`src/design/hed_pkg.sv`:
```
// hed_pkg: shared types, character codes and the entity name table
// for the html entity decoder; no dependencies
package hed_pkg;

	localparam int N_NAMES  = 5;
	localparam int NAME_LEN = 5;

	localparam logic [7:0] CH_AMP   = 8'h26;
	localparam logic [7:0] CH_HASH  = 8'h23;
	localparam logic [7:0] CH_SEMI  = 8'h3B;
	localparam logic [7:0] CH_ZERO  = 8'h30;
	localparam logic [7:0] CH_NINE  = 8'h39;
	localparam logic [7:0] CODE_LIMIT = 8'd128;
	localparam logic [7:0] CODE_SAT   = 8'd255;

	typedef logic [2:0] name_idx_t;

	// match phase of the front end
	typedef enum logic [3:0] {
		PH_IDLE    = 4'b0001,
		PH_AMP     = 4'b0010,
		PH_NAMED   = 4'b0100,
		PH_NUMERIC = 4'b1000
	} phase_t;

	// result slot of the back end sequencer
	typedef enum logic [5:0] {
		SL_AMP   = 6'b000001,
		SL_HELD  = 6'b000010,
		SL_TAIL  = 6'b000100,
		SL_TRAIL = 6'b001000,
		SL_EMPTY = 6'b010000,
		SL_DONE  = 6'b100000
	} slot_t;

	// one request from front to back: optional flush of held bytes,
	// optional tail byte, optional trailing '&', end of text flag
	typedef struct packed {
		logic       flush;
		logic       tail_vld;
		logic [7:0] tail_char;
		logic       trail_amp;
		logic       eot;
	} cmd_t;

	localparam logic [7:0] NAME_TAB [N_NAMES][NAME_LEN] = '{
		'{8'h6C, 8'h74, 8'h3B, 8'h00, 8'h00},
		'{8'h67, 8'h74, 8'h3B, 8'h00, 8'h00},
		'{8'h61, 8'h6D, 8'h70, 8'h3B, 8'h00},
		'{8'h71, 8'h75, 8'h6F, 8'h74, 8'h3B},
		'{8'h6E, 8'h62, 8'h73, 8'h70, 8'h3B}
	};

	localparam logic [7:0] NAME_VAL [N_NAMES] = '{8'h3C, 8'h3E, 8'h26, 8'h22, 8'h20};

	function automatic logic [7:0] name_char(input name_idx_t k, input logic [2:0] pos);
		logic [7:0] r;
		r = 8'h00;
		if (int'(k) < N_NAMES && int'(pos) < NAME_LEN) begin
			r = NAME_TAB[k][pos];
		end
		return r;
	endfunction

	function automatic logic [7:0] name_value(input name_idx_t k);
		logic [7:0] r;
		r = 8'h00;
		if (int'(k) < N_NAMES) begin
			r = NAME_VAL[k];
		end
		return r;
	endfunction

endpackage

```
`src/design/hed_in_if.sv`:
```
// hed_in_if: input byte channel of the html entity decoder
// valid/ready handshake with the text byte payload; no dependencies
interface hed_in_if;
	logic       valid;
	logic       ready;
	logic [7:0] in_char;
	logic       end_of_text;

	modport source(output valid, in_char, end_of_text, input ready);
	modport sink(input valid, in_char, end_of_text, output ready);
endinterface

```
`src/design/hed_out_if.sv`:
```
// hed_out_if: result channel of the html entity decoder
// valid/ready handshake with the decoded byte payload; no dependencies
interface hed_out_if;
	logic       valid;
	logic       ready;
	logic [7:0] out_char;
	logic       has_char;
	logic       last_of_run;
	logic       text_done;

	modport source(output valid, out_char, has_char, last_of_run, text_done, input ready);
	modport sink(input valid, out_char, has_char, last_of_run, text_done, output ready);
endinterface

```
`src/design/hed_front.sv`:
```
// hed_front: accepts text bytes, tracks the entity match and issues
// one request per byte that causes results; uses hed_pkg, hed_in_if
module hed_front #(
	parameter int MAX_DIGITS = 8
) (
	input  logic                  clk,
	input  logic                  arst_n,
	hed_in_if.sink                text_in,
	output logic                  push,
	output hed_pkg::cmd_t         cmd,
	output logic [$clog2(MAX_DIGITS+2)-1:0] snap_cnt,
	output logic [(MAX_DIGITS+1)*8-1:0]     snap_held,
	input  logic                  q_ready
);
	localparam int HELD  = MAX_DIGITS + 1;
	localparam int CNT_W = $clog2(HELD + 1);
	localparam int IDX_W = $clog2(HELD);

	hed_pkg::phase_t    phase_q, phase_n;
	hed_pkg::name_idx_t name_q, name_n;
	logic [CNT_W-1:0]   cnt_q, cnt_n, cnt_w;
	logic [7:0]         acc_q, acc_n;
	logic [7:0]         held_q [HELD];
	logic [7:0]         held_w [HELD];

	logic       acc_en;
	logic [7:0] c;
	logic       eot, fail, do_hold, do_idle, emit_v, end_flush, trail, found, is_digit;
	logic [7:0] emit_c;
	logic [11:0] acc_sum;
	hed_pkg::name_idx_t k_hit;

	assign c        = text_in.in_char;
	assign eot      = text_in.end_of_text;
	assign acc_en   = text_in.valid && text_in.ready;
	assign text_in.ready = q_ready;
	assign is_digit = (c >= hed_pkg::CH_ZERO) && (c <= hed_pkg::CH_NINE);
	assign acc_sum  = 12'(acc_q) * 12'd10 + 12'(c - hed_pkg::CH_ZERO);

	always_comb begin
		found = 1'b0;
		k_hit = '0;
		for (int k = 0; k < hed_pkg::N_NAMES; k++) begin
			if (!found && hed_pkg::name_char(3'(k), 3'd0) == c) begin
				found = 1'b1;
				k_hit = 3'(k);
			end
		end
	end

	always_comb begin
		phase_n = phase_q;
		name_n  = name_q;
		acc_n   = acc_q;
		fail    = 1'b0;
		do_hold = 1'b0;
		do_idle = 1'b0;
		emit_v  = 1'b0;
		emit_c  = c;
		unique case (phase_q)
			hed_pkg::PH_IDLE: begin
				if (c == hed_pkg::CH_AMP) begin
					phase_n = hed_pkg::PH_AMP;
				end else begin
					emit_v = 1'b1;
				end
			end
			hed_pkg::PH_AMP: begin
				if (c == hed_pkg::CH_HASH) begin
					do_hold = 1'b1;
					acc_n   = '0;
					phase_n = hed_pkg::PH_NUMERIC;
				end else if (found) begin
					do_hold = 1'b1;
					name_n  = k_hit;
					phase_n = hed_pkg::PH_NAMED;
				end else begin
					fail = 1'b1;
				end
			end
			hed_pkg::PH_NUMERIC: begin
				if (is_digit) begin
					if (cnt_q >= CNT_W'(HELD)) begin
						fail = 1'b1;
					end else begin
						do_hold = 1'b1;
						acc_n   = (acc_sum > 12'(hed_pkg::CODE_SAT)) ? hed_pkg::CODE_SAT
						                                             : acc_sum[7:0];
					end
				end else if (c == hed_pkg::CH_SEMI) begin
					emit_v  = (acc_q != '0) && (acc_q < hed_pkg::CODE_LIMIT);
					emit_c  = acc_q;
					do_idle = 1'b1;
				end else begin
					fail = 1'b1;
				end
			end
			hed_pkg::PH_NAMED: begin
				if (cnt_q < CNT_W'(hed_pkg::NAME_LEN) &&
				    hed_pkg::name_char(name_q, 3'(cnt_q)) == c) begin
					if (c == hed_pkg::CH_SEMI) begin
						emit_v  = 1'b1;
						emit_c  = hed_pkg::name_value(name_q);
						do_idle = 1'b1;
					end else begin
						do_hold = 1'b1;
					end
				end else begin
					fail = 1'b1;
				end
			end
			default: begin
				// unknown phase: restart as if idle
				phase_n = hed_pkg::PH_IDLE;
				do_idle = 1'b1;
				emit_v  = (c != hed_pkg::CH_AMP);
			end
		endcase
		if (do_idle) begin
			phase_n = hed_pkg::PH_IDLE;
			acc_n   = '0;
		end
		// failed match: flush, then the byte is taken afresh from idle
		if (fail) begin
			acc_n   = '0;
			phase_n = (c == hed_pkg::CH_AMP) ? hed_pkg::PH_AMP : hed_pkg::PH_IDLE;
			emit_v  = (c != hed_pkg::CH_AMP);
			emit_c  = c;
		end
	end

	// held bytes after this byte is stored
	always_comb begin
		for (int i = 0; i < HELD; i++) begin
			held_w[i] = held_q[i];
		end
		cnt_w = cnt_q;
		if (do_hold && cnt_q < CNT_W'(HELD)) begin
			held_w[cnt_q[IDX_W-1:0]] = c;
			cnt_w = cnt_q + CNT_W'(1);
		end
	end

	always_comb begin
		for (int i = 0; i < HELD; i++) begin
			snap_held[i*8 +: 8] = held_w[i];
		end
	end

	assign end_flush = !fail && eot && (phase_n != hed_pkg::PH_IDLE);
	assign trail     = fail && eot && (c == hed_pkg::CH_AMP);
	assign cnt_n     = (fail || do_idle || eot) ? '0 : cnt_w;
	assign snap_cnt  = cnt_w;

	assign cmd.flush     = fail || end_flush;
	assign cmd.tail_vld  = emit_v;
	assign cmd.tail_char = emit_c;
	assign cmd.trail_amp = trail;
	assign cmd.eot       = eot;
	assign push = acc_en && (fail || end_flush || emit_v || eot);

	always_ff @(posedge clk or negedge arst_n) begin
		if (!arst_n) begin
			phase_q <= hed_pkg::PH_IDLE;
			name_q  <= '0;
			cnt_q   <= '0;
			acc_q   <= '0;
		end else if (acc_en) begin
			phase_q <= eot ? hed_pkg::PH_IDLE : phase_n;
			name_q  <= name_n;
			cnt_q   <= cnt_n;
			acc_q   <= eot ? '0 : acc_n;
		end
	end

	always_ff @(posedge clk) begin
		if (acc_en) begin
			for (int i = 0; i < HELD; i++) begin
				held_q[i] <= held_w[i];
			end
		end
	end

	a_idle_empty: assert property (@(posedge clk) disable iff (!arst_n)
		phase_q == hed_pkg::PH_IDLE || phase_q == hed_pkg::PH_AMP |-> cnt_q == '0)
		else $error("idle or amp phase with held bytes");

	a_named_len: assert property (@(posedge clk) disable iff (!arst_n)
		phase_q == hed_pkg::PH_NAMED |-> cnt_q >= CNT_W'(1) && cnt_q <= CNT_W'(4))
		else $error("named match with bad held count");

endmodule

```
`src/design/hed_queue.sv`:
```
// hed_queue: small request fifo between front and back
// of the html entity decoder; no dependencies
module hed_queue #(
	parameter int W     = 16,
	parameter int DEPTH = 2
) (
	input  logic         clk,
	input  logic         arst_n,
	input  logic         push,
	input  logic [W-1:0] push_data,
	output logic         push_ready,
	input  logic         pop,
	output logic [W-1:0] pop_data,
	output logic         pop_valid
);
	localparam int PTR_W = $clog2(DEPTH);
	localparam int CNT_W = $clog2(DEPTH + 1);

	logic [W-1:0]     mem_q [DEPTH];
	logic [PTR_W-1:0] wr_q, rd_q;
	logic [CNT_W-1:0] cnt_q;
	logic             do_push, do_pop;

	assign push_ready = cnt_q < CNT_W'(DEPTH);
	assign pop_valid  = cnt_q != '0;
	assign pop_data   = mem_q[rd_q];
	assign do_push    = push && push_ready;
	assign do_pop     = pop && pop_valid;

	always_ff @(posedge clk or negedge arst_n) begin
		if (!arst_n) begin
			wr_q  <= '0;
			rd_q  <= '0;
			cnt_q <= '0;
		end else begin
			if (do_push) begin
				wr_q <= (wr_q == PTR_W'(DEPTH - 1)) ? '0 : wr_q + PTR_W'(1);
			end
			if (do_pop) begin
				rd_q <= (rd_q == PTR_W'(DEPTH - 1)) ? '0 : rd_q + PTR_W'(1);
			end
			if (do_push && !do_pop) begin
				cnt_q <= cnt_q + CNT_W'(1);
			end else if (do_pop && !do_push) begin
				cnt_q <= cnt_q - CNT_W'(1);
			end
		end
	end

	always_ff @(posedge clk) begin
		if (do_push) begin
			mem_q[wr_q] <= push_data;
		end
	end

	a_no_overflow: assert property (@(posedge clk) disable iff (!arst_n)
		push |-> push_ready)
		else $error("request pushed into full queue");

endmodule

```
`src/design/hed_back.sv`:
```
// hed_back: steps through each request and delivers its result bytes
// through an output register; uses hed_pkg, hed_out_if
module hed_back #(
	parameter int MAX_DIGITS = 8
) (
	input  logic                  clk,
	input  logic                  arst_n,
	input  logic                  q_valid,
	input  hed_pkg::cmd_t         q_cmd,
	input  logic [$clog2(MAX_DIGITS+2)-1:0] q_cnt,
	input  logic [(MAX_DIGITS+1)*8-1:0]     q_held,
	output logic                  q_pop,
	hed_out_if.source             text_out
);
	localparam int HELD  = MAX_DIGITS + 1;
	localparam int CNT_W = $clog2(HELD + 1);
	localparam int IDX_W = $clog2(HELD);

	logic             busy_q;
	hed_pkg::slot_t   slot_q, slot_nxt, slot_first, slot_later;
	hed_pkg::cmd_t    cmd_q;
	logic [CNT_W-1:0] cnt_q;
	logic [IDX_W-1:0] idx_q;
	logic [7:0]       hb_q [HELD];

	logic       out_free, adv, last;
	logic [7:0] res_char;
	logic       res_has;

	logic       ov_q;
	logic [7:0] och_q;
	logic       ohas_q, olast_q, odone_q;

	assign out_free = !ov_q || text_out.ready;
	assign adv      = busy_q && out_free;
	assign last     = slot_nxt == hed_pkg::SL_DONE;
	assign q_pop    = q_valid && (!busy_q || (adv && last));

	always_comb begin
		if (q_cmd.flush) begin
			slot_first = hed_pkg::SL_AMP;
		end else if (q_cmd.tail_vld) begin
			slot_first = hed_pkg::SL_TAIL;
		end else if (q_cmd.trail_amp) begin
			slot_first = hed_pkg::SL_TRAIL;
		end else begin
			slot_first = hed_pkg::SL_EMPTY;
		end
	end

	always_comb begin
		slot_later = cmd_q.tail_vld ? hed_pkg::SL_TAIL :
		             (cmd_q.trail_amp ? hed_pkg::SL_TRAIL : hed_pkg::SL_DONE);
		unique case (slot_q)
			hed_pkg::SL_AMP:   slot_nxt = (cnt_q != '0) ? hed_pkg::SL_HELD : slot_later;
			hed_pkg::SL_HELD:  slot_nxt = (CNT_W'(idx_q) + CNT_W'(1) < cnt_q) ? hed_pkg::SL_HELD
			                                                               : slot_later;
			hed_pkg::SL_TAIL:  slot_nxt = cmd_q.trail_amp ? hed_pkg::SL_TRAIL : hed_pkg::SL_DONE;
			default:           slot_nxt = hed_pkg::SL_DONE;
		endcase
	end

	always_comb begin
		unique case (slot_q)
			hed_pkg::SL_AMP: begin
				res_char = hed_pkg::CH_AMP;
				res_has  = 1'b1;
			end
			hed_pkg::SL_HELD: begin
				res_char = hb_q[idx_q];
				res_has  = 1'b1;
			end
			hed_pkg::SL_TAIL: begin
				res_char = cmd_q.tail_char;
				res_has  = 1'b1;
			end
			hed_pkg::SL_TRAIL: begin
				res_char = hed_pkg::CH_AMP;
				res_has  = 1'b1;
			end
			default: begin
				res_char = 8'h00;
				res_has  = 1'b0;
			end
		endcase
	end

	always_ff @(posedge clk or negedge arst_n) begin
		if (!arst_n) begin
			busy_q <= 1'b0;
			slot_q <= hed_pkg::SL_DONE;
			idx_q  <= '0;
			ov_q   <= 1'b0;
		end else begin
			if (q_pop) begin
				busy_q <= 1'b1;
				slot_q <= slot_first;
				idx_q  <= '0;
			end else if (adv && last) begin
				busy_q <= 1'b0;
				slot_q <= hed_pkg::SL_DONE;
			end else if (adv) begin
				if (slot_q == hed_pkg::SL_HELD) begin
					idx_q <= idx_q + IDX_W'(1);
				end
				slot_q <= slot_nxt;
			end
			if (adv) begin
				ov_q <= 1'b1;
			end else if (text_out.ready) begin
				ov_q <= 1'b0;
			end
		end
	end

	always_ff @(posedge clk) begin
		if (q_pop) begin
			cmd_q <= q_cmd;
			cnt_q <= q_cnt;
			for (int i = 0; i < HELD; i++) begin
				hb_q[i] <= q_held[i*8 +: 8];
			end
		end
		if (adv) begin
			och_q   <= res_char;
			ohas_q  <= res_has;
			olast_q <= last;
			odone_q <= last && cmd_q.eot;
		end
	end

	assign text_out.valid       = ov_q;
	assign text_out.out_char    = och_q;
	assign text_out.has_char    = ohas_q;
	assign text_out.last_of_run = olast_q;
	assign text_out.text_done   = odone_q;

	a_done_is_last: assert property (@(posedge clk) disable iff (!arst_n)
		ov_q && odone_q |-> olast_q)
		else $error("text done on a result that is not last of run");

	a_empty_marker: assert property (@(posedge clk) disable iff (!arst_n)
		ov_q && !ohas_q |-> odone_q && och_q == 8'h00)
		else $error("empty marker outside end of text");

	a_held_range: assert property (@(posedge clk) disable iff (!arst_n)
		busy_q && slot_q == hed_pkg::SL_HELD |-> CNT_W'(idx_q) < cnt_q)
		else $error("held byte index beyond held count");

endmodule

```
`src/design/html_entity_decoder.sv`:
```
// html_entity_decoder: streaming entity decoder, one text byte per request.
// a byte's first result passes the queue and sequencer registers to the
// output register; plain text runs at one byte per cycle while the output
// is ready, and a byte with n results (at most MAX_DIGITS+3) holds the
// sequencer until all are out, a two-entry queue absorbing the difference.
// reset: arst_n clears match phase, counts, queue and output valid at once.
module html_entity_decoder #(
	parameter int MAX_DIGITS = 8
) (
	input  logic      clk,
	input  logic      arst_n,
	hed_in_if.sink    text_in,
	hed_out_if.source text_out
);
	// held bytes are '#' plus the longest digit run
	localparam int HELD    = MAX_DIGITS + 1;
	localparam int CNT_W   = $clog2(HELD + 1);
	localparam int Q_DEPTH = 2;
	localparam int Q_W     = $bits(hed_pkg::cmd_t) + CNT_W + HELD * 8;

	// front side request
	logic               push;
	hed_pkg::cmd_t      f_cmd;
	logic [CNT_W-1:0]   f_cnt;
	logic [HELD*8-1:0]  f_held;
	logic               q_ready;

	// back side request
	logic               q_valid, q_pop;
	logic [Q_W-1:0]     q_data;
	hed_pkg::cmd_t      b_cmd;
	logic [CNT_W-1:0]   b_cnt;
	logic [HELD*8-1:0]  b_held;

	// front: match tracking, one request per byte that produces results
	hed_front #(.MAX_DIGITS(MAX_DIGITS)) u_front (
		.clk       (clk),
		.arst_n    (arst_n),
		.text_in   (text_in),
		.push      (push),
		.cmd       (f_cmd),
		.snap_cnt  (f_cnt),
		.snap_held (f_held),
		.q_ready   (q_ready)
	);

	// requests carry a snapshot of the held bytes so the front can move on
	hed_queue #(.W(Q_W), .DEPTH(Q_DEPTH)) u_queue (
		.clk        (clk),
		.arst_n     (arst_n),
		.push       (push),
		.push_data  ({f_cmd, f_cnt, f_held}),
		.push_ready (q_ready),
		.pop        (q_pop),
		.pop_data   (q_data),
		.pop_valid  (q_valid)
	);

	assign {b_cmd, b_cnt, b_held} = q_data;

	// back: result sequencer and output register
	hed_back #(.MAX_DIGITS(MAX_DIGITS)) u_back (
		.clk      (clk),
		.arst_n   (arst_n),
		.q_valid  (q_valid),
		.q_cmd    (b_cmd),
		.q_cnt    (b_cnt),
		.q_held   (b_held),
		.q_pop    (q_pop),
		.text_out (text_out)
	);

endmodule

```
`src/flat_wrapper.sv`:
```
// flat-port wrapper written by rule: the top's interface ports become plain ports
module html_entity_decoder_flat 
#(
	parameter int MAX_DIGITS = 8
)
  (clk, arst_n, text_in_valid, text_in_in_char, text_in_end_of_text, text_in_ready, text_out_valid, text_out_out_char, text_out_has_char, text_out_last_of_run, text_out_text_done, text_out_ready);
  hed_in_if text_in_i ();
  hed_out_if text_out_i ();
  input  logic clk;
  input  logic arst_n;
  input wire logic [$bits(text_in_i.valid)-1:0] text_in_valid;
  input wire logic [$bits(text_in_i.in_char)-1:0] text_in_in_char;
  input wire logic [$bits(text_in_i.end_of_text)-1:0] text_in_end_of_text;
  output wire logic [$bits(text_in_i.ready)-1:0] text_in_ready;
  output wire logic [$bits(text_out_i.valid)-1:0] text_out_valid;
  output wire logic [$bits(text_out_i.out_char)-1:0] text_out_out_char;
  output wire logic [$bits(text_out_i.has_char)-1:0] text_out_has_char;
  output wire logic [$bits(text_out_i.last_of_run)-1:0] text_out_last_of_run;
  output wire logic [$bits(text_out_i.text_done)-1:0] text_out_text_done;
  input wire logic [$bits(text_out_i.ready)-1:0] text_out_ready;
  assign text_in_i.valid = text_in_valid;
  assign text_in_i.in_char = text_in_in_char;
  assign text_in_i.end_of_text = text_in_end_of_text;
  assign text_in_ready = text_in_i.ready;
  assign text_out_valid = text_out_i.valid;
  assign text_out_out_char = text_out_i.out_char;
  assign text_out_has_char = text_out_i.has_char;
  assign text_out_last_of_run = text_out_i.last_of_run;
  assign text_out_text_done = text_out_i.text_done;
  assign text_out_i.ready = text_out_ready;
  html_entity_decoder #(.MAX_DIGITS(MAX_DIGITS)) u_core (.clk(clk), .arst_n(arst_n), .text_in(text_in_i), .text_out(text_out_i));
endmodule
```
`config.mk`:
```
export PLATFORM = sky130hd
export DESIGN_NAME = html_entity_decoder_flat
export DESIGN_NICKNAME = d
export VERILOG_FILES = /design/src/design/hed_pkg.sv /design/src/design/hed_in_if.sv /design/src/design/hed_out_if.sv /design/src/design/hed_front.sv /design/src/design/hed_queue.sv /design/src/design/hed_back.sv /design/src/design/html_entity_decoder.sv /design/src/flat_wrapper.sv
export SDC_FILE = /design/constraint.sdc
export NUM_CORES = 1
export LEC_CHECK = 0
export BUFFER_PORTS_ARGS = -buffer_cell sky130_fd_sc_hd__buf_2
export CORE_MARGIN = 10
export CORE_UTILIZATION = 50
export DETAILED_ROUTE_END_ITERATION = 10
export PLACE_DENSITY_LB_ADDON = 0.15
export SYNTH_ARGS = -nofsm -noshare
export SYNTH_HDL_FRONTEND = slang
export SYNTH_SLANG_ARGS = --single-unit
```
`constraint.sdc`:
```
create_clock -name clk -period 9.5 [get_ports clk]
set_input_delay 1.425 -clock clk [delete_from_list [all_inputs] [get_ports clk]]
set_output_delay 1.425 -clock clk [all_outputs]
set_load 0.005 [all_outputs]
```
# Word level (Yosys, flattened, before mapping)
# Memory sizes are Yosys's and may differ from the RTL's.
# Cells that the tools add are included.
# totals
mem_bits_ro	384
latchBits	0
reg_bits	61
elab_cells	234
out_inout_bits	13
mem_bits_rw	320
memories	5
# mem_list
name	words	width	read_ports	rd_ports_with_merged_regs	wr	line	rtl
(name not given)	8	40	1	0	0	hed_pkg.sv:60	r = NAME_TAB[k][pos];
u_core.u_queue.mem_q	2	88	1	0	1	hed_queue.sv:19	logic [W-1:0] mem_q [DEPTH];
u_core.u_back.hb_q	9	8	1	0	9	hed_back.sv:24	logic [7:0] hb_q [HELD];
u_core.u_front.held_q	9	8	9	0	9	hed_front.sv:23	logic [7:0] held_q [HELD];
(name not given)	8	8	1	0	0	hed_pkg.sv:69	r = NAME_VAL[k];
# classes
add_sub_neg	8
reduce_logical	57
eq_ne	24
mul	1
shift	0
bitwise_logic	4
magnitude_cmp	15
mux	100
n_div	0
# op_table
cell	count
two-way mux 8 bit	20
two-way mux 40 bit	2
bitwise mux 72 bit	1
two-way mux 72 bit	1
two-way mux 4 bit	12
two-way mux 6 bit	8
== test 7 x 8 -> 1 bit (first input constant)	5
two-way mux 1 bit	37
demux 8 bit (select 4 bit)	1
one-hot mux 8 bit (2 select lines)	2
binary-select mux 8 bit (select 3 bit)	1
== test 8 x 6 -> 1 bit (second input constant)	3
logical AND 1 bit	24
one-hot mux 8 bit (3 select lines)	1
one-hot mux 6 bit (3 select lines)	1
!= test 5 bit (second input constant)	3
adder 12 bit	1
greater-or-equal comparator 4 bit (second input constant)	3
> comparator 12 x 8 -> 1 bit (second input constant)	1
one-hot mux 4 bit (3 select lines)	1
nonzero test 2 bit	6
multiplier 8 x 3 -> 11 bit (second input constant)	1
two-way mux 5 bit	2
logical NOT 1 bit	9
45 further kinds	63

# Depth between registers and ports, before layout
# logic_depth
depth_word	30
depth_mapped	19

# Cells and area by module
# From an unflattened synthesis, not the netlist that was laid out.
# hier_totals
hier_cells	1084
area_unflattened_um2	16988.8
# by_module_without_submodules
module	area_each_um2	seq_area_each_um2	cells_per_inst	n_inst
hed_queue	6575.1	5385.2	291	1
hed_front	5963.2	2638.8	534	1
hed_back	4450.5	3244.4	259	1

# Least setup slack after synthesis
# Ideal clock, no wire load.
# synth_timing
path_kind	input port to flip-flop
from	input port text_in_valid
to	memory u_core.u_queue.mem_q[0][0] in the netlist's numbering, enable pin
setup_ps	535
arrival_ps	6808
setup_slack_ps	2157
path_stages	4
path_buffers	0
t_required_ps	8965
path_cell_list	nand2_1 > clkinv_1 > o31ai_1 > nor2_1
# synth_via
elab_chain_len	5
# synth_rtl
element	line	rtl
start, declared	flat_wrapper.sv:11	input wire logic [$bits(text_in_i.valid)-1:0] text_in_valid;
logical AND 1 bit	hed_front.sv:35	assign acc_en = text_in.valid && text_in.ready;
named net u_core.u_front.acc_en	hed_front.sv:26	logic acc_en;
logical AND 1 bit	hed_front.sv:160	assign push = acc_en && (fail || end_flush || emit_v || eot);
logical AND 1 bit	hed_queue.sv:27	assign do_push = push && push_ready;
two-way mux 1 bit	hed_queue.sv:51	if (do_push) begin
two-way mux 1 bit (not written as such)	hed_queue.sv:52	mem_q[wr_q] <= push_data;
end, declared	hed_queue.sv:19	
# The timed path passes the listed nets, and every way through them passes these cells.

# Worst setup path in the final report
# layout_timing
from	input port text_in_in_char[4]
to	memory u_core.u_queue.mem_q[0][29] in the netlist's numbering, enable pin
# layout_via
elab_chain_len	28
# layout_rtl
element	line	rtl
start, declared	flat_wrapper.sv:12	input wire logic [$bits(text_in_i.in_char)-1:0] text_in_in_char;
== test 7 x 8 -> 1 bit	hed_front.sv:44	if (!found && hed_pkg::name_char(3'(k), 3'd0) == c) begin
two-way mux 1 bit	hed_front.sv:44	
logical NOT 1 bit	hed_front.sv:44	
logical AND 1 bit	hed_front.sv:44	
two-way mux 1 bit	hed_front.sv:44	
logical NOT 1 bit	hed_front.sv:44	
logical AND 1 bit	hed_front.sv:44	
two-way mux 1 bit	hed_front.sv:44	
(+11 left out)	-	
!= test 4 x 1 -> 1 bit	hed_front.sv:150	assign end_flush = !fail && eot && (phase_n != hed_pkg::PH_IDLE);
logical AND 1 bit	hed_front.sv:150	
logical OR 1 bit	hed_front.sv:160	
logical OR 1 bit * (2 in a row)	hed_front.sv:160	
logical AND 1 bit *	hed_front.sv:160	
logical AND 1 bit *	hed_queue.sv:27	
two-way mux 1 bit *	hed_queue.sv:51	
two-way mux 1 bit (not written as such) *	hed_queue.sv:52	
# Mark *: on every way between the ends. The rest lies on a longest branch, timed or not.

==> reports/summary.md <==
During synthesis, Yosys emitted a total of 0 warnings. The run finished with clean final reports. Relative to the synthesized area, the layout overhead comes to 10.7%.

The initial utilization of the core area, before any placement, comes to 50.8%. The run gives 0 as the total of max-cap violations. Averaged over all synthesized cells, the footprint is 15.8 sq um. At the worst endpoint, the arrival time is 5.37 ns. Derived from the worst setup path, the maximum achievable clock frequency is 192 MHz. The tree built by TritonCTS fans out to 381 sinks. In the routed design, unresolved DRC markers number 0.

Synthesis handed over a netlist of 1079 instances. Worst-margin pin slew: 1.08 ns. Of the total synthesized cell area, the portion taken by XOR and XNOR cells is 1.64%. The fraction of the mapped netlist area in adder cells came out at 2.65%. The tools report the count of hold buffers inserted by post-cts repair as 0. Synthesis instantiated 81 different standard cells from the library. The share of cell area taken by muxes after synthesis was 14.1%; the wire length after detailed routing was 34.4 mm. Buffers added to address setup during post-CTS repair amount to 0. The synthesized design spends more area on one cell type than any other, namely edfxtp_1. The post-route minimum period is 5.22 ns, and the mean routed wirelength per cell is 21.7 microns. The final number of hold-violating endpoints came out at 0. Entering global routing, the biggest net connects 77 pins.

STA puts the critical path data required time at 9.65 ns. The die height is 205 microns. VDD sags by at most 0.300 mV. In this run the power density over the cells is 257 nW/um^2.

Across the whole layout, storage elements account for 11300 sq um. Count of input and output buffers: 25. The top flip-flop cell by instance count after synthesis was edfxtp_1. Summed over all nets, the switching power comes to 1.34 mW. The master cell of the clock root buffer was clkbuf_16. Of all flip-flops after synthesis, the portion carrying an async set or reset was 9.19%. The detailed router finished its first iteration with 671 violations. The global-route total usage across every layer came out at 16.5%.

The internal power of the cells totals 3.51 mW. STA classifies the critical path startpoint as a primary input. The multi-input combinational cells in the finished layout cover a total of 5470 sq um. For the maximum level of the CTS H-tree, the log shows 2. Dividing the detail-routed via count by the number of cells gives 5.73. Sequential cells burn 49.5% of the power. The path type of the worst min-delay path is register to register.

The total power consumption of the routed design is 4.85 mW. The net switching share of the total power came out at 27.7%. The main combinational cell family by area after synthesis is multiplexers. The share of synthesized area in the top cell type comes to 60.8%. For the final weighted congestion of routability-driven global placement, the log shows 0.883.

Number of filler cells placed in the layout: 2642. The tools report the endpoint type of the worst setup path as a register. The total area inside the core boundary comes to 33600 sq um.

In the finished design, the share of the clock period the worst path needs comes to 54.9%. The mapped netlist covers 17100 sq um. Across the routed clock network, the largest skew measured is 0.0115 ns. The sequential area share after synthesis was 66.0%; the worst slew margin relative to its limit was 28.3%. In this run, post-CTS repair resized a total of 0 instances.

Across all layers, the routed design uses 9076 vias. The synthesized netlist devotes 6.63% of its cell area to compound gates. The run gives 0.486 ns as the final hold slack. Setup repair after global routing left no endpoint under its margin. The biggest fanout along the worst timing path was 54; the HPWL after detailed placement was 20.9 mm. Share of total power in the clock network: 31.4%. The total count of max-transition violations in the final report was 0. In this run, CTS created clock tree buffers numbering 40. Yosys mapped a number of flops with a built-in enable equal to 346.

0 antenna diodes ended up in the layout. TritonCTS built the clock tree. The logs give 19.2% for the logic gate share of total power and 0.53 ns for the latest clock arrival within the worst-skew pair. Yosys instantiated no cell more often than edfxtp_1.

The logs give 0 for the total overflow reported by the global router and 0 for the number of failing setup endpoints in the final timing report. The final core utilization came out at 56.2%. The run gives 0 as the number of antenna violations at the first check in global routing. Simple logic cell fraction of the synthesized area: 6.97%. The number of nets handed over by synthesis was 1127.

The synthesis-stage register bit count was 381; the leakage power total was 6.34 nW. The first TritonRoute pass finished after 5 iterations. By area the synthesized netlist is led by edfxtp_1 (61%), mux2_2 (6.3%), mux2_4 (4.9%). The die covers 41900 sq um. The clock-pin transition on the worst setup and hold timing paths came out at 0.06 ns.

The floorplan has 67 rows. The I/O pin total was 26. The via count of the first global-routing pass was 8955. The type of the worst setup path is primary input to register.

The x dimension of the die was 205 microns. The first global-routing pass estimated 53.7 mm of wire. The tools report the post-detailed-route count of antenna-violating nets as 0. The number of nets in the layout is 1152, and the fraction of layout cells with a size suffix above 1 is 25.6%. The number of buffers between clock root and the deepest sink was 3; the summed negative setup slack over all endpoints was 0 ns. By count the netlist is led by edfxtp_1 (346), mux2_2 (95), nor2_1 (59), mux2_4 (56), nand2_1 (41).
==> critical path: stages <==
cell and delay [ns]:
buf_2 0.32, ha_1 0.37, nand2_1 0.14, or2_2 0.42, nor2_1 0.51, a221oi_1 0.17, inv_1 0.08, o31ai_1 0.20
nor2_4 0.86, buf_4 0.79
==> layout by cell type (no fill, tap or decap), types with 5 or more instances in the layout <==
cell | Yosys | final
inv_1 | 28 | 28
nor4_1 | 6 | 6
nor2b_1 | 9 | 9
clkbuf_1 | 32 | 6
edfxtp_1 | 346 | 346
o21ai_0 | 25 | 25
nand2b_1 | 12 | 12
ha_1 | 33 | 33
dfrtp_1 | 33 | 32
xor2_1 | 11 | 11
nand3_1 | 13 | 13
a31oi_1 | 6 | 6
o21ai_1 | 7 | 7
or3_1 | 8 | 8
o211ai_1 | 10 | 10
xnor2_1 | 21 | 21
a21oi_1 | 32 | 32
buf_4 | 3 | 7
mux4_2 | 16 | 16
clkinv_2 | 0 | 12
nor3_1 | 15 | 15
a21o_1 | 8 | 8
clkbuf_16 | 0 | 42
and2_1 | 11 | 11
mux2_2 | 95 | 95
clkinv_1 | 2 | 7
buf_2 | 7 | 25
mux2i_1 | 13 | 13
o31ai_1 | 6 | 6
o2bb2ai_1 | 8 | 8
a32o_1 | 5 | 5
nand2_4 | 8 | 8
mux2_4 | 56 | 56
nand2_1 | 41 | 41
nor2_1 | 59 | 57
==> layer usage <==
layer | GRT usage [%] | part of all wire, % | vias up
met5 | 0 | 0 | -
met3 | 2.39 | 4.2 | 51
met2 | 26.4 | 47 | 201
met4 | 4.10 | 1.8 | 0
li1 | - | - | 4214
met1 | 23.3 | 47 | 4610
==> power by group through the flow <==
stage	Clock [mW]	Combinational [mW]	Sequential, mW
final	1.52	0.930	2.40
after global routing	1.63	1.03	2.43
after CTS	1.56	0.960	2.40
after detailed placement	0	0.957	2.44
after global placement	0	0.943	2.43
after floorplan	0	0.660	2.42
==> worst paths after layout <==
check                           slack, ns  cells past startpoint                     endpoint               startpoint
worst max register to register       4.71                     10  u_core.u_queue.mem_q[0][29]  u_core.u_front.cnt_q[2]
max in group asynchronous            7.88                      1          u_core.u_queue.rd_q                   arst_n
worst max-delay path                 4.28                     10  u_core.u_queue.mem_q[0][29]       text_in_in_char[4]
min in group asynchronous            1.00                      1      u_core.u_front.acc_q[7]                   arst_n
worst min-delay path                 0.49                      2      u_core.u_back.slot_q[5]  u_core.u_back.slot_q[5]
worst min register to register       0.49                      2      u_core.u_back.slot_q[5]  u_core.u_back.slot_q[5]
==> registers in the layout, summed over array words and instances (netlist names), 2 cells and up <==
register,count
u_core.u_front.phase_q,4
u_core.u_front.acc_q,8
u_core.u_back.hb_q,72
u_core.u_front.cnt_q,4
u_core.u_front.name_q,3
u_core.u_queue.cnt_q,2
u_core.u_back.cmd_q,11
u_core.u_back.idx_q,4
u_core.u_front.held_q,72
u_core.u_back.cnt_q,4
u_core.u_back.text_out.out_char,8
u_core.u_queue.mem_q,176
u_core.u_back.slot_q,6
==> layout make-up <==
| type | count | share of cell area (%) |
|---|---|---|
| clock buffers | 49 | 5.75 |
| repair buffers | 32 | 0.940 |
| well taps | 448 | 2.97 |
| flip-flops and latches | 381 | 59.6 |
| inverters | 33 | 0.675 |
| multi-input cells | 616 | 29.0 |
| clock inverters | 24 | 1.07 |
==> per-stage QoR <==
stage | area (sq um) | instances | setup slack, ns
finish | 18900 | 1583 | 4.28
global route | 18900 | 1583 | 4.01
CTS | 18900 | 1583 | 4.28
detailed placement | 17600 | 1510 | 3.74
global placement | 17600 | 1510 | 3.90
floorplan | 17100 | 1079 | 2.16
==> cell families (layout without fill, tap and decap cells) <==
logic type | count (synthesis) | count (layout)
buffers and inverters | 82 | 138
XOR/XNOR | 32 | 32
adder cells (fa/ha/maj) | 35 | 35
multiplexers | 180 | 180
flip-flops | 381 | 381
AND/OR/NAND/NOR | 215 | 215
AO/OA/AOI/OAI | 154 | 154
Power figures use the tool's default switching activity.
